$ cat src/rtl/lkvc_pkg.sv
// Package for the LRU key/value cache: request codes, fixed field widths
// and the update control bundle. No dependencies.
`default_nettype none

package lkvc_pkg;

  localparam int FIELD_BITS     = 32;
  localparam int CFG_BITS       = 5;
  localparam int COUNT_OUT_BITS = 5;
  localparam logic [CFG_BITS-1:0] CAPACITY_RESET = 5'd16;

  typedef enum logic [1:0] {
    REQ_GET      = 2'd0,
    REQ_PUT      = 2'd1,
    REQ_CONTAINS = 2'd2,
    REQ_CLEAR    = 2'd3
  } req_kind_t;

  typedef struct packed {
    logic clear;
    logic promote;
    logic write_hit;
    logic insert;
    logic evict;
  } upd_ctrl_t;

endpackage

`default_nettype wire

$ cat src/rtl/lru_key_value_cache_top.sv
// Top level of the fully associative key/value cache with LRU replacement.
// Depends on lkvc_pkg, lkvc_lookup and lkvc_store.
//
// A request (req_type, lookup_key, write_value) is taken at a rising edge
// with start high and busy low. It is held in an input register while
// every entry compares its key in parallel and the new ranks, slot and
// count are formed; the next edge updates the store and loads the result
// register. done is a one-cycle strobe per request, registered together
// with found, read_value, entry_count and evicted. The receiver cannot
// stall, so nothing is ever held back.
// A new request can be taken every cycle while busy is low; the rate is
// one per clock, set by the single pass through the compare and rank logic.
// The capacity register is written by a cfg_valid/cfg_ready transfer; it
// is ready while no request sits in the input register, and a write empties
// the store. busy is high only in the cycle of such a write.
// Reset empties the store, sets the capacity to 16 and clears done.
`default_nettype none

module lru_key_value_cache_top
  import lkvc_pkg::*;
#(
  parameter int ENTRIES    = 16,
  parameter int KEY_BITS   = 32,
  parameter int VALUE_BITS = 32
) (
  input  logic                  clk,
  input  logic                  rst,
  input  logic                  start,
  output logic                  busy,
  input  logic [1:0]            req_type,
  input  logic [FIELD_BITS-1:0] lookup_key,
  input  logic [FIELD_BITS-1:0] write_value,
  output logic                  done,
  output logic                  found,
  output logic [FIELD_BITS-1:0] read_value,
  output logic [COUNT_OUT_BITS-1:0] entry_count,
  output logic                  evicted,
  input  logic                  cfg_valid,
  output logic                  cfg_ready,
  input  logic [CFG_BITS-1:0]   cfg_data
);

  localparam int KW = (KEY_BITS < FIELD_BITS) ? KEY_BITS : FIELD_BITS;
  localparam int VW = (VALUE_BITS < FIELD_BITS) ? VALUE_BITS : FIELD_BITS;
  localparam int RW = (ENTRIES > 1) ? $clog2(ENTRIES) : 1;
  localparam int CW = $clog2(ENTRIES + 1);

  logic               req_valid;
  req_kind_t          req_kind;
  logic [KW-1:0]      req_key;
  logic [VW-1:0]      req_value;
  logic [CFG_BITS-1:0] capacity;
  logic [CW-1:0]      cap_eff;
  logic               cfg_write;

  logic [ENTRIES-1:0] valid;
  logic [KW-1:0]      keys    [ENTRIES];
  logic [VW-1:0]      values  [ENTRIES];
  logic [RW-1:0]      ranks   [ENTRIES];
  logic [CW-1:0]      count;
  logic [CW-1:0]      count_next;
  logic [ENTRIES-1:0] hit_vec;
  logic [ENTRIES-1:0] younger_vec;
  logic [ENTRIES-1:0] lru_vec;
  logic [ENTRIES-1:0] slot_vec;
  logic               hit_any;
  logic               full;
  logic [VW-1:0]      hit_value;
  upd_ctrl_t          ctrl;

  assign cfg_ready = !req_valid;
  assign cfg_write = cfg_valid && cfg_ready;
  assign busy      = cfg_write;

  always_ff @(posedge clk) begin
    if (rst) begin
      req_valid <= 1'b0;
      capacity  <= CAPACITY_RESET;
    end else begin
      req_valid <= start && !busy;
      if (cfg_write) begin
        capacity <= cfg_data;
      end
    end
  end

  always_ff @(posedge clk) begin
    if (start && !busy) begin
      req_kind  <= req_kind_t'(req_type);
      req_key   <= lookup_key[KW-1:0];
      req_value <= write_value[VW-1:0];
    end
  end

  always_comb begin
    priority if (capacity == '0) begin
      cap_eff = CW'(1);
    end else if (32'(capacity) > ENTRIES) begin
      cap_eff = CW'(ENTRIES);
    end else begin
      cap_eff = CW'(capacity);
    end
  end

  lkvc_lookup #(
    .ENTRIES(ENTRIES), .KW(KW), .VW(VW), .RW(RW), .CW(CW)
  ) u_lookup (
    .valid      (valid),
    .keys       (keys),
    .values     (values),
    .ranks      (ranks),
    .count      (count),
    .cap_eff    (cap_eff),
    .key        (req_key),
    .hit_vec    (hit_vec),
    .younger_vec(younger_vec),
    .lru_vec    (lru_vec),
    .slot_vec   (slot_vec),
    .hit_any    (hit_any),
    .full       (full),
    .hit_value  (hit_value)
  );

  always_comb begin
    ctrl       = '0;
    ctrl.clear = cfg_write || (req_valid && (req_kind == REQ_CLEAR));
    if (req_valid) begin
      unique case (req_kind)
        REQ_GET: begin
          ctrl.promote = hit_any;
        end
        REQ_PUT: begin
          ctrl.promote   = hit_any;
          ctrl.write_hit = hit_any;
          ctrl.insert    = !hit_any;
          ctrl.evict     = !hit_any && full;
        end
        REQ_CONTAINS, REQ_CLEAR: begin
          ctrl.promote = 1'b0;
        end
        default: begin
          ctrl.promote = 1'b0;
        end
      endcase
    end
  end

  lkvc_store #(
    .ENTRIES(ENTRIES), .KW(KW), .VW(VW), .RW(RW), .CW(CW)
  ) u_store (
    .clk        (clk),
    .rst        (rst),
    .ctrl       (ctrl),
    .hit_vec    (hit_vec),
    .younger_vec(younger_vec),
    .lru_vec    (lru_vec),
    .slot_vec   (slot_vec),
    .key        (req_key),
    .value      (req_value),
    .valid      (valid),
    .keys       (keys),
    .values     (values),
    .ranks      (ranks),
    .count      (count),
    .count_next (count_next)
  );

  always_ff @(posedge clk) begin
    if (rst) begin
      done <= 1'b0;
    end else begin
      done <= req_valid;
    end
  end

  always_ff @(posedge clk) begin
    if (req_valid) begin
      found       <= hit_any && (req_kind != REQ_CLEAR);
      read_value  <= (hit_any && (req_kind == REQ_GET)) ? FIELD_BITS'(hit_value) : '0;
      entry_count <= COUNT_OUT_BITS'(count_next);
      evicted     <= ctrl.evict;
    end
  end

endmodule

`default_nettype wire

$ cat src/rtl/lkvc_lookup.sv
// Parallel key compare, recency decode and free slot choice for the cache.
// Depends on lkvc_pkg.
`default_nettype none

module lkvc_lookup
  import lkvc_pkg::*;
#(
  parameter int ENTRIES = 16,
  parameter int KW      = 32,
  parameter int VW      = 32,
  parameter int RW      = 4,
  parameter int CW      = 5
) (
  input  logic [ENTRIES-1:0] valid,
  input  logic [KW-1:0]      keys    [ENTRIES],
  input  logic [VW-1:0]      values  [ENTRIES],
  input  logic [RW-1:0]      ranks   [ENTRIES],
  input  logic [CW-1:0]      count,
  input  logic [CW-1:0]      cap_eff,
  input  logic [KW-1:0]      key,
  output logic [ENTRIES-1:0] hit_vec,
  output logic [ENTRIES-1:0] younger_vec,
  output logic [ENTRIES-1:0] lru_vec,
  output logic [ENTRIES-1:0] slot_vec,
  output logic               hit_any,
  output logic               full,
  output logic [VW-1:0]      hit_value
);

  logic [RW-1:0]      hit_rank;
  logic [ENTRIES-1:0] free_vec;

  always_comb begin
    hit_rank  = '0;
    hit_value = '0;
    for (int i = 0; i < ENTRIES; i++) begin
      hit_vec[i] = valid[i] && (keys[i] == key);
      lru_vec[i] = valid[i] && (CW'(ranks[i]) == (count - CW'(1)));
      hit_rank   = hit_rank | (ranks[i] & {RW{hit_vec[i]}});
      hit_value  = hit_value | (values[i] & {VW{hit_vec[i]}});
    end
    for (int i = 0; i < ENTRIES; i++) begin
      younger_vec[i] = valid[i] && !hit_vec[i] && (ranks[i] < hit_rank);
    end
  end

  assign hit_any  = |hit_vec;
  assign full     = (count >= cap_eff);
  assign free_vec = ~valid | (full ? lru_vec : '0);
  assign slot_vec = free_vec & (~free_vec + ENTRIES'(1));

endmodule

`default_nettype wire

$ cat src/rtl/lkvc_store.sv
// Entry storage of the cache: keys, values, valid bits, recency ranks and
// the entry count, updated from one control bundle. Depends on lkvc_pkg.
`default_nettype none

module lkvc_store
  import lkvc_pkg::*;
#(
  parameter int ENTRIES = 16,
  parameter int KW      = 32,
  parameter int VW      = 32,
  parameter int RW      = 4,
  parameter int CW      = 5
) (
  input  logic               clk,
  input  logic               rst,
  input  upd_ctrl_t          ctrl,
  input  logic [ENTRIES-1:0] hit_vec,
  input  logic [ENTRIES-1:0] younger_vec,
  input  logic [ENTRIES-1:0] lru_vec,
  input  logic [ENTRIES-1:0] slot_vec,
  input  logic [KW-1:0]      key,
  input  logic [VW-1:0]      value,
  output logic [ENTRIES-1:0] valid,
  output logic [KW-1:0]      keys    [ENTRIES],
  output logic [VW-1:0]      values  [ENTRIES],
  output logic [RW-1:0]      ranks   [ENTRIES],
  output logic [CW-1:0]      count,
  output logic [CW-1:0]      count_next
);

  always_comb begin
    priority if (ctrl.clear) begin
      count_next = '0;
    end else if (ctrl.insert && !ctrl.evict) begin
      count_next = count + CW'(1);
    end else begin
      count_next = count;
    end
  end

  always_ff @(posedge clk) begin
    for (int i = 0; i < ENTRIES; i++) begin
      if (ctrl.insert && slot_vec[i]) begin
        keys[i]   <= key;
        values[i] <= value;
      end else if (ctrl.write_hit && hit_vec[i]) begin
        values[i] <= value;
      end
    end
  end

  always_ff @(posedge clk) begin
    if (rst || ctrl.clear) begin
      valid <= '0;
      count <= '0;
      for (int i = 0; i < ENTRIES; i++) begin
        ranks[i] <= '0;
      end
    end else begin
      count <= count_next;
      for (int i = 0; i < ENTRIES; i++) begin
        if (ctrl.promote) begin
          if (hit_vec[i]) begin
            ranks[i] <= '0;
          end else if (younger_vec[i]) begin
            ranks[i] <= ranks[i] + RW'(1);
          end
        end else if (ctrl.insert) begin
          if (slot_vec[i]) begin
            valid[i] <= 1'b1;
            ranks[i] <= '0;
          end else if (ctrl.evict && lru_vec[i]) begin
            valid[i] <= 1'b0;
            ranks[i] <= '0;
          end else if (valid[i]) begin
            ranks[i] <= ranks[i] + RW'(1);
          end
        end
      end
    end
  end

endmodule

`default_nettype wire

$ cat config.mk
export PLATFORM = sky130hd
export DESIGN_NAME = lru_key_value_cache_top
export DESIGN_NICKNAME = d
export VERILOG_FILES = /design/src/rtl/lkvc_pkg.sv /design/src/rtl/lru_key_value_cache_top.sv /design/src/rtl/lkvc_lookup.sv /design/src/rtl/lkvc_store.sv
export SDC_FILE = /design/constraint.sdc
export NUM_CORES = 2
export LEC_CHECK = 0
export ABC_AREA = 1
export CORE_ASPECT_RATIO = 1.5
export CORE_MARGIN = 2
export CORE_UTILIZATION = 58
export DETAILED_ROUTE_END_ITERATION = 12
export DONT_BUFFER_PORTS = 1
export GPL_TIMING_DRIVEN = 1
export PLACE_DENSITY = 0.86
export SLEW_MARGIN = 20
export SYNTH_ARGS = -nofsm -noshare
export SYNTH_HDL_FRONTEND = slang
export SYNTH_HIERARCHICAL = 1
export SYNTH_SLANG_ARGS = --single-unit
$ cat constraint.sdc
create_clock -name clk -period 5.2 [get_ports clk]
set_clock_uncertainty 0.2 [all_clocks]
set_input_delay 0.26 -clock clk [delete_from_list [all_inputs] [get_ports clk]]
set_output_delay 0.26 -clock clk [all_outputs]
set_load 0.05 [all_outputs]
Yosys cells after proc, flatten, opt, wreduce, memory -nomap -nowiden
Index checks and enable logic that the tools add are counted.
{"block": "totals", "register_bits": 1221, "in_bits": 75, "output_inout_bits": 42, "wordCells": 642}
{"block": "classes", "add_sub_neg": 19, "n_lt_le_gt_ge": 18, "eq_ne": 52, "mux": 184, "n_bitwise": 67, "n_reduce_logical": 227}
{"cell": "2-to-1 mux 32 bit", "count": 32}
{"cell": "AND 32 bit", "count": 16}
{"cell": "== test 32 bit", "count": 16}
{"cell": "bitwise OR 32 bit", "count": 15}
{"cell": "2-to-1 mux 4 bit", "count": 113}
{"cell": "logical AND 1 bit", "count": 119}
{"cell": "AND reduction 3 bit", "count": 32}
{"cell": "== test 4 x 5 -> 1 bit", "count": 16}
{"cell": "nonzero test 2 bit", "count": 33}
{"cell": "adder 4 x 1 -> 4 bit, second input constant", "count": 16}
{"cell": "AND 4 bit", "count": 16}
{"cell": "< comparator 4 bit", "count": 16}
{"cell": "nonzero test 4 bit", "count": 16}
{"cell": "bitwise OR 4 bit", "count": 15}
{"cell": "!= test 3 x 1 -> 1 bit, second input constant", "count": 16}
{"cell": "2-to-1 mux 1 bit", "count": 32}
{"cell": "inverter 16 bit", "count": 2}
{"cell": "zero test 1 bit", "count": 20}
{"cell": "2-to-1 mux 5 bit", "count": 4}
{"cell": "adder 16 x 1 -> 16 bit, second input constant", "count": 1}
{"cell": "AND 16 bit", "count": 1}
{"cell": "2-to-1 mux 16 bit", "count": 1}
{"cell": "bitwise OR 16 bit", "count": 1}
{"cell": "OR reduction 16 bit", "count": 1}
{"cell": "14 further kinds", "count": 17}

Depth between registers and ports, before layout
{"block": "depth", "ltp_word": 23, "depth_mapped": 27}

Hierarchy
Netlist, hierarchy kept.
{"mod": "lkvc_store", "n_inst": 1, "cells_each": 1941, "area_per_inst_um2": 36408.7, "seq_area_each_um2": 32451.1}
{"mod": "lkvc_lookup", "n_inst": 1, "cells_each": 2568, "area_per_inst_um2": 14081.0, "seq_area_each_um2": 0.0}
{"mod": "lru_key_value_cache_top", "n_inst": 1, "cells_each": 232, "area_per_inst_um2": 3887.5, "seq_area_each_um2": 3293.2}

Worst setup path before layout
Ideal clock, no wire load.
{"block": "synth_path", "path_type": "register to register", "start": "reg req_key[27]", "end": "reg u_store/values[480] (netlist name) (enable)", "t_arrival_ns": 4.927, "path_slack_ns": -0.392, "stages_incl_launch_ff": 19, "path_buffers": 4, "period_less_slack_ns": 5.592, "cell_sequence": "edfxtp_1 > buf_2 > buf_6 > xnor2_1 > nand2_1 > nor2_1 > nand2_1 > nor2_1 > and2_1 > nand2_1 > inv_2 > buf_2 > nor4_1 > nand4_1 > inv_1 > nor3_1 > clkbuf_1 > inv_1 > o21ai_0"}
{"element": "start, declared", "line_no": "lru_key_value_cache_top.sv:50", "source": "logic [KW-1:0] req_key;"}
{"element": "start signal, assigned", "line_no": "lru_key_value_cache_top.sv:90", "source": "req_key <= lookup_key[KW-1:0];"}
{"element": "end signal, assigned by index", "line_no": "lkvc_store.sv:45", "source": "values[i] <= value;"}
{"element": "end signal, assigned by index", "line_no": "lkvc_store.sv:47", "source": "values[i] <= value;"}
{"element": "end, declared", "line_no": "lkvc_store.sv:25", "source": "output logic [VW-1:0] values [ENTRIES],"}

Worst setup path in the final report
{"block": "layout_path", "start": "reg req_key[4]", "end": "reg u_store/ranks[16] (netlist name)"}
{"block": "layout_via", "elab_cells_between_ends": 83}
{"element": "== test 32 bit *", "line_no": "lkvc_lookup.sv:37", "source": "hit_vec[i] = valid[i] && (keys[i] == key);"}
{"element": "logical AND 1 bit *", "line_no": "lkvc_lookup.sv:37"}
{"element": "named net hit_vec[11]", "line_no": "lru_key_value_cache_top.sv:62", "source": "logic [ENTRIES-1:0] hit_vec;"}
{"element": "AND 4 bit", "line_no": "lkvc_lookup.sv:39", "source": "hit_rank = hit_rank | (ranks[i] & {RW{hit_vec[i]}});"}
{"element": "bitwise OR 4 bit (5 in a row)", "line_no": "lkvc_lookup.sv:39"}
{"element": "< comparator 4 bit", "line_no": "lkvc_lookup.sv:43", "source": "younger_vec[i] = valid[i] && !hit_vec[i] && (ranks[i] < hit_rank);"}
{"element": "logical AND 1 bit *", "line_no": "lkvc_lookup.sv:43"}
{"element": "named net younger_vec[11]", "line_no": "lru_key_value_cache_top.sv:63", "source": "logic [ENTRIES-1:0] younger_vec;"}
{"element": "!= test 3 x 1 -> 1 bit (no source line) *"}
{"element": "AND reduction 3 bit (no source line) *"}
{"element": "end signal, assigned by index", "line_no": "lkvc_store.sv:66", "source": "ranks[i] <= ranks[i] + RW'(1);"}
{"element": "end signal, assigned by index", "line_no": "lkvc_store.sv:76", "source": "ranks[i] <= ranks[i] + RW'(1);"}
{"element": "end, declared", "line_no": "lkvc_store.sv:26", "source": "output logic [RW-1:0] ranks [ENTRIES],"}
Mark *: on every way through the listed nets, which the timed path passes. The rest lies on a longest branch. The select of a mux whose other input is x is not followed.
A chain may end at the register's enable or synchronous reset.

==> results.toml <==
[finish]
fillers = 6470
regArea_mm2 = 0.0357
multi_input_area_mm2 = 0.0162
layout-drive-gt1-share_pct = 9.03
area_growth_pct = 12.1
final_nets = 5039
fin_util_pct = 65.6

[logic_synthesis]
async_flop_share_pct = 0
synthTopCellsByArea = "edfxtp_1 (62%), nand2_1 (9.1%), xnor2_1 (6.4%)"
post-synth-top-area-cell = "edfxtp_1"
yosysMostFrequentCell = "nand2_1"
ys_types = 45
synth_edf_count = 1129
synthesis.instances = 4741
syn_area_per_cell_um2 = 11.5
synthFlopType = "edfxtp_1"
yosys_warnings = 6
synth_top_area_share_pct = 62.3
syn-num-nets = 4855
seq_area_frac_synth_pct = 65.7
synth_seq_cells = 1221
syn_area_mm2 = 0.0544
synth_top_cells_by_count = "nand2_1 (1322), edfxtp_1 (1129), xnor2_1 (397)"

[grt]
grt_overflow_total = 0
grt_pass1_vias = 36100
grt_usage_pct = 28.8
top_usage_layer = "met2"
grt_max_degree = 55
globalRouteMet3Util_pct = 5.01
grt_util_met1_pct = 33.3
antenna_found_initial = 1
grt_first_pass_wirelength_um = 207000
grtUsageMet2_pct = 49.3

[timing]
setup_viol = 0
grt_setup_unrepaired = "false"
finalHoldViolCount = 0
worstMarginPinSlew_ns = 1.13
timing.fmax_ghz = 0.204
period_share_pct = 94.3
min_period_ns = 4.90
final.setup.tns_ns = 0
slew_headroom_pct = 24.9
slew_violations = 0

[die]
dieArea_mm2 = 0.0963
start_util_pct = 58.5
die_h_um = 379
core_mm2 = 0.0929
die_x_um = 254
ios = 117
rows = 137

[cts]
clock-root-buffer = "clkbuf_16"
cts.path.max_buffers = 3
cts.sinks = 1221
clkSlewWorstSetupHoldPaths_ns = 0.07
hold_buffers = 134
cts_buffers = 106
insertion_delay_ns = 0.75
post_cts_buffers = 0
cts_resized = 0
htreeDepth = 3
tritoncts = "yes"

[placed_design]
routabilityCongestion = 1.01
dp_hpwl_um = 80100
io_buffers = 0

[critical_path]
worst-path-max-fanout = 14
required_ns = 5.60
path_delay_family = "simple AND/OR/NAND/NOR gates"
critPathArrivalTime_ns = 5.30
cp_slowest_stage_delay_ns = 0.78
start_kind = "flip-flop"
timing.rr.start = "req_key[4]$_DFFE_PP_"
rrSetupSlack_ns = 0.30
path_class = "flip-flop to flip-flop"
crit_buf_inv = 3
end_kind = "flip-flop"
critical-path-slowest-cell = "nor2_1"
cpMostUsedCell = "nand2_1"
rr_endpoint = "u_store/ranks[16]$_SDFFE_PP0P_"
r2r_cells = 25

[worst_hold_path]
hp-start = "write_value[9]"
hold_class = "input port to flip-flop"
holdPathEnd = "req_value[9]$_DFFE_PP_"
whs_path_depth = 1

[outcome]
status = "finished, final reports clean"

[detailed_routing]
dr.first_iter.drc_count = 3938
wire_per_inst_um = 22.0
remaining_drc_errors = 0
num_vias = 36500
vias_per_cell = 5.83
final_antenna_net_count = 0
wirelength_um = 138000
first_pass_iters = 9

[power_and_ir_drop]
p_leak_nw = 21.1
power.density_mw_per_mm2 = 323
vdd_ir_drop_max_mv = 0.356

[flow_run]
maxCapViolations = 0
cell type report:
class | count | area share, %
inverters | 349 | 2.17
clock buffers | 130 | 4.59
clock inverters | 70 | 1.36
multi-input cells | 3002 | 26.5
repair buffers | 245 | 4.12
flip-flops and latches | 1221 | 58.6
diodes | 2 | 0.00821
well taps | 1251 | 2.57
metal layers:
| layer | vias to the layer above | part of all wire, % |
|---|---|---|
| met4 | 0 | 6.8 |
| li1 | 16500 | - |
| met3 | 545 | 9.5 |
| met1 | 17300 | 34 |
| met5 | - | 0 |
| met2 | 2190 | 50 |
flip-flops by register name, summed over array words and instances (netlist names):
name	count
u_store/values	512
req_kind	2
u_store/valid	16
req_key	32
read_value	32
found	1
done	1
req_value	32
evicted	1
u_store/keys	512
u_store/count	5
entry_count	5
u_store/ranks	64
capacity	5
req_valid	1
worst max-delay path by stage:
stage                                          end                  start  cells past startpoint
global route        u_store/ranks[30]$_SDFFE_PP0P_   req_key[4]$_DFFE_PP_                     26
global placement     u_store/ranks[2]$_SDFFE_PP0P_  req_key[27]$_DFFE_PP_                     26
detailed placement  u_store/ranks[18]$_SDFFE_PP0P_   req_key[4]$_DFFE_PP_                     27
floorplan                     req_key[0]$_DFFE_PP_   req_valid$_SDFF_PP0_                      4
finish              u_store/ranks[16]$_SDFFE_PP0P_   req_key[4]$_DFFE_PP_                     25
CTS                 u_store/ranks[18]$_SDFFE_PP0P_   req_key[4]$_DFFE_PP_                     27
layout by cell type (no fill, tap or decap), drive strengths merged, types with 92 or more instances in the layout:
cell,netlist,routed
xnor2,398,398
edfxtp,1129,1129
inv,348,354
clkbuf,21,130
dfxtp,92,92
a22o,136,136
dlygate4sd3,0,134
nand4,174,174
nand2,1343,1343
buf,148,111
nor2,407,407
nand3,163,163
report_power, final:
part           leakage (nW)  internal, mW  switching [mW]
clock network          1.74          4.61            3.62
registers              11.0          10.7          0.0937
logic                  8.40         0.244           0.357
cell families after synthesis:
logic type,Yosys count,share of synthesized area (%)
AND/OR/NAND/NOR,2202,17.5
flip-flops,1221,65.7
buffers and inverters,518,4.65
XOR/XNOR,433,7.04
AO/OA/AOI/OAI,328,4.22
adder cells (fa/ha/maj),39,0.897
through the flow:
| step | hold slack (ns) | setup WS [ns] | instance area (µm²) | instances | power [mW] |
|---|---|---|---|---|---|
| 4_1_cts | 0.00353 | 0.449 | 61000 | 6268 | 19.7 |
| 5_1_grt | 0.0153 | 0.0502 | 61000 | 6269 | 20.2 |
| 3_3_place_gp | 0.130 | 0.647 | 56000 | 5934 | 11.5 |
| 2_1_floorplan | 0.132 | 0.115 | 54400 | 4741 | 11.4 |
| 3_5_place_dp | 0.134 | 0.506 | 56000 | 5934 | 11.6 |
| 6_report | 0.0155 | 0.299 | 61000 | 6270 | 19.7 |
Note: power is estimated with default switching activity, not from simulation.
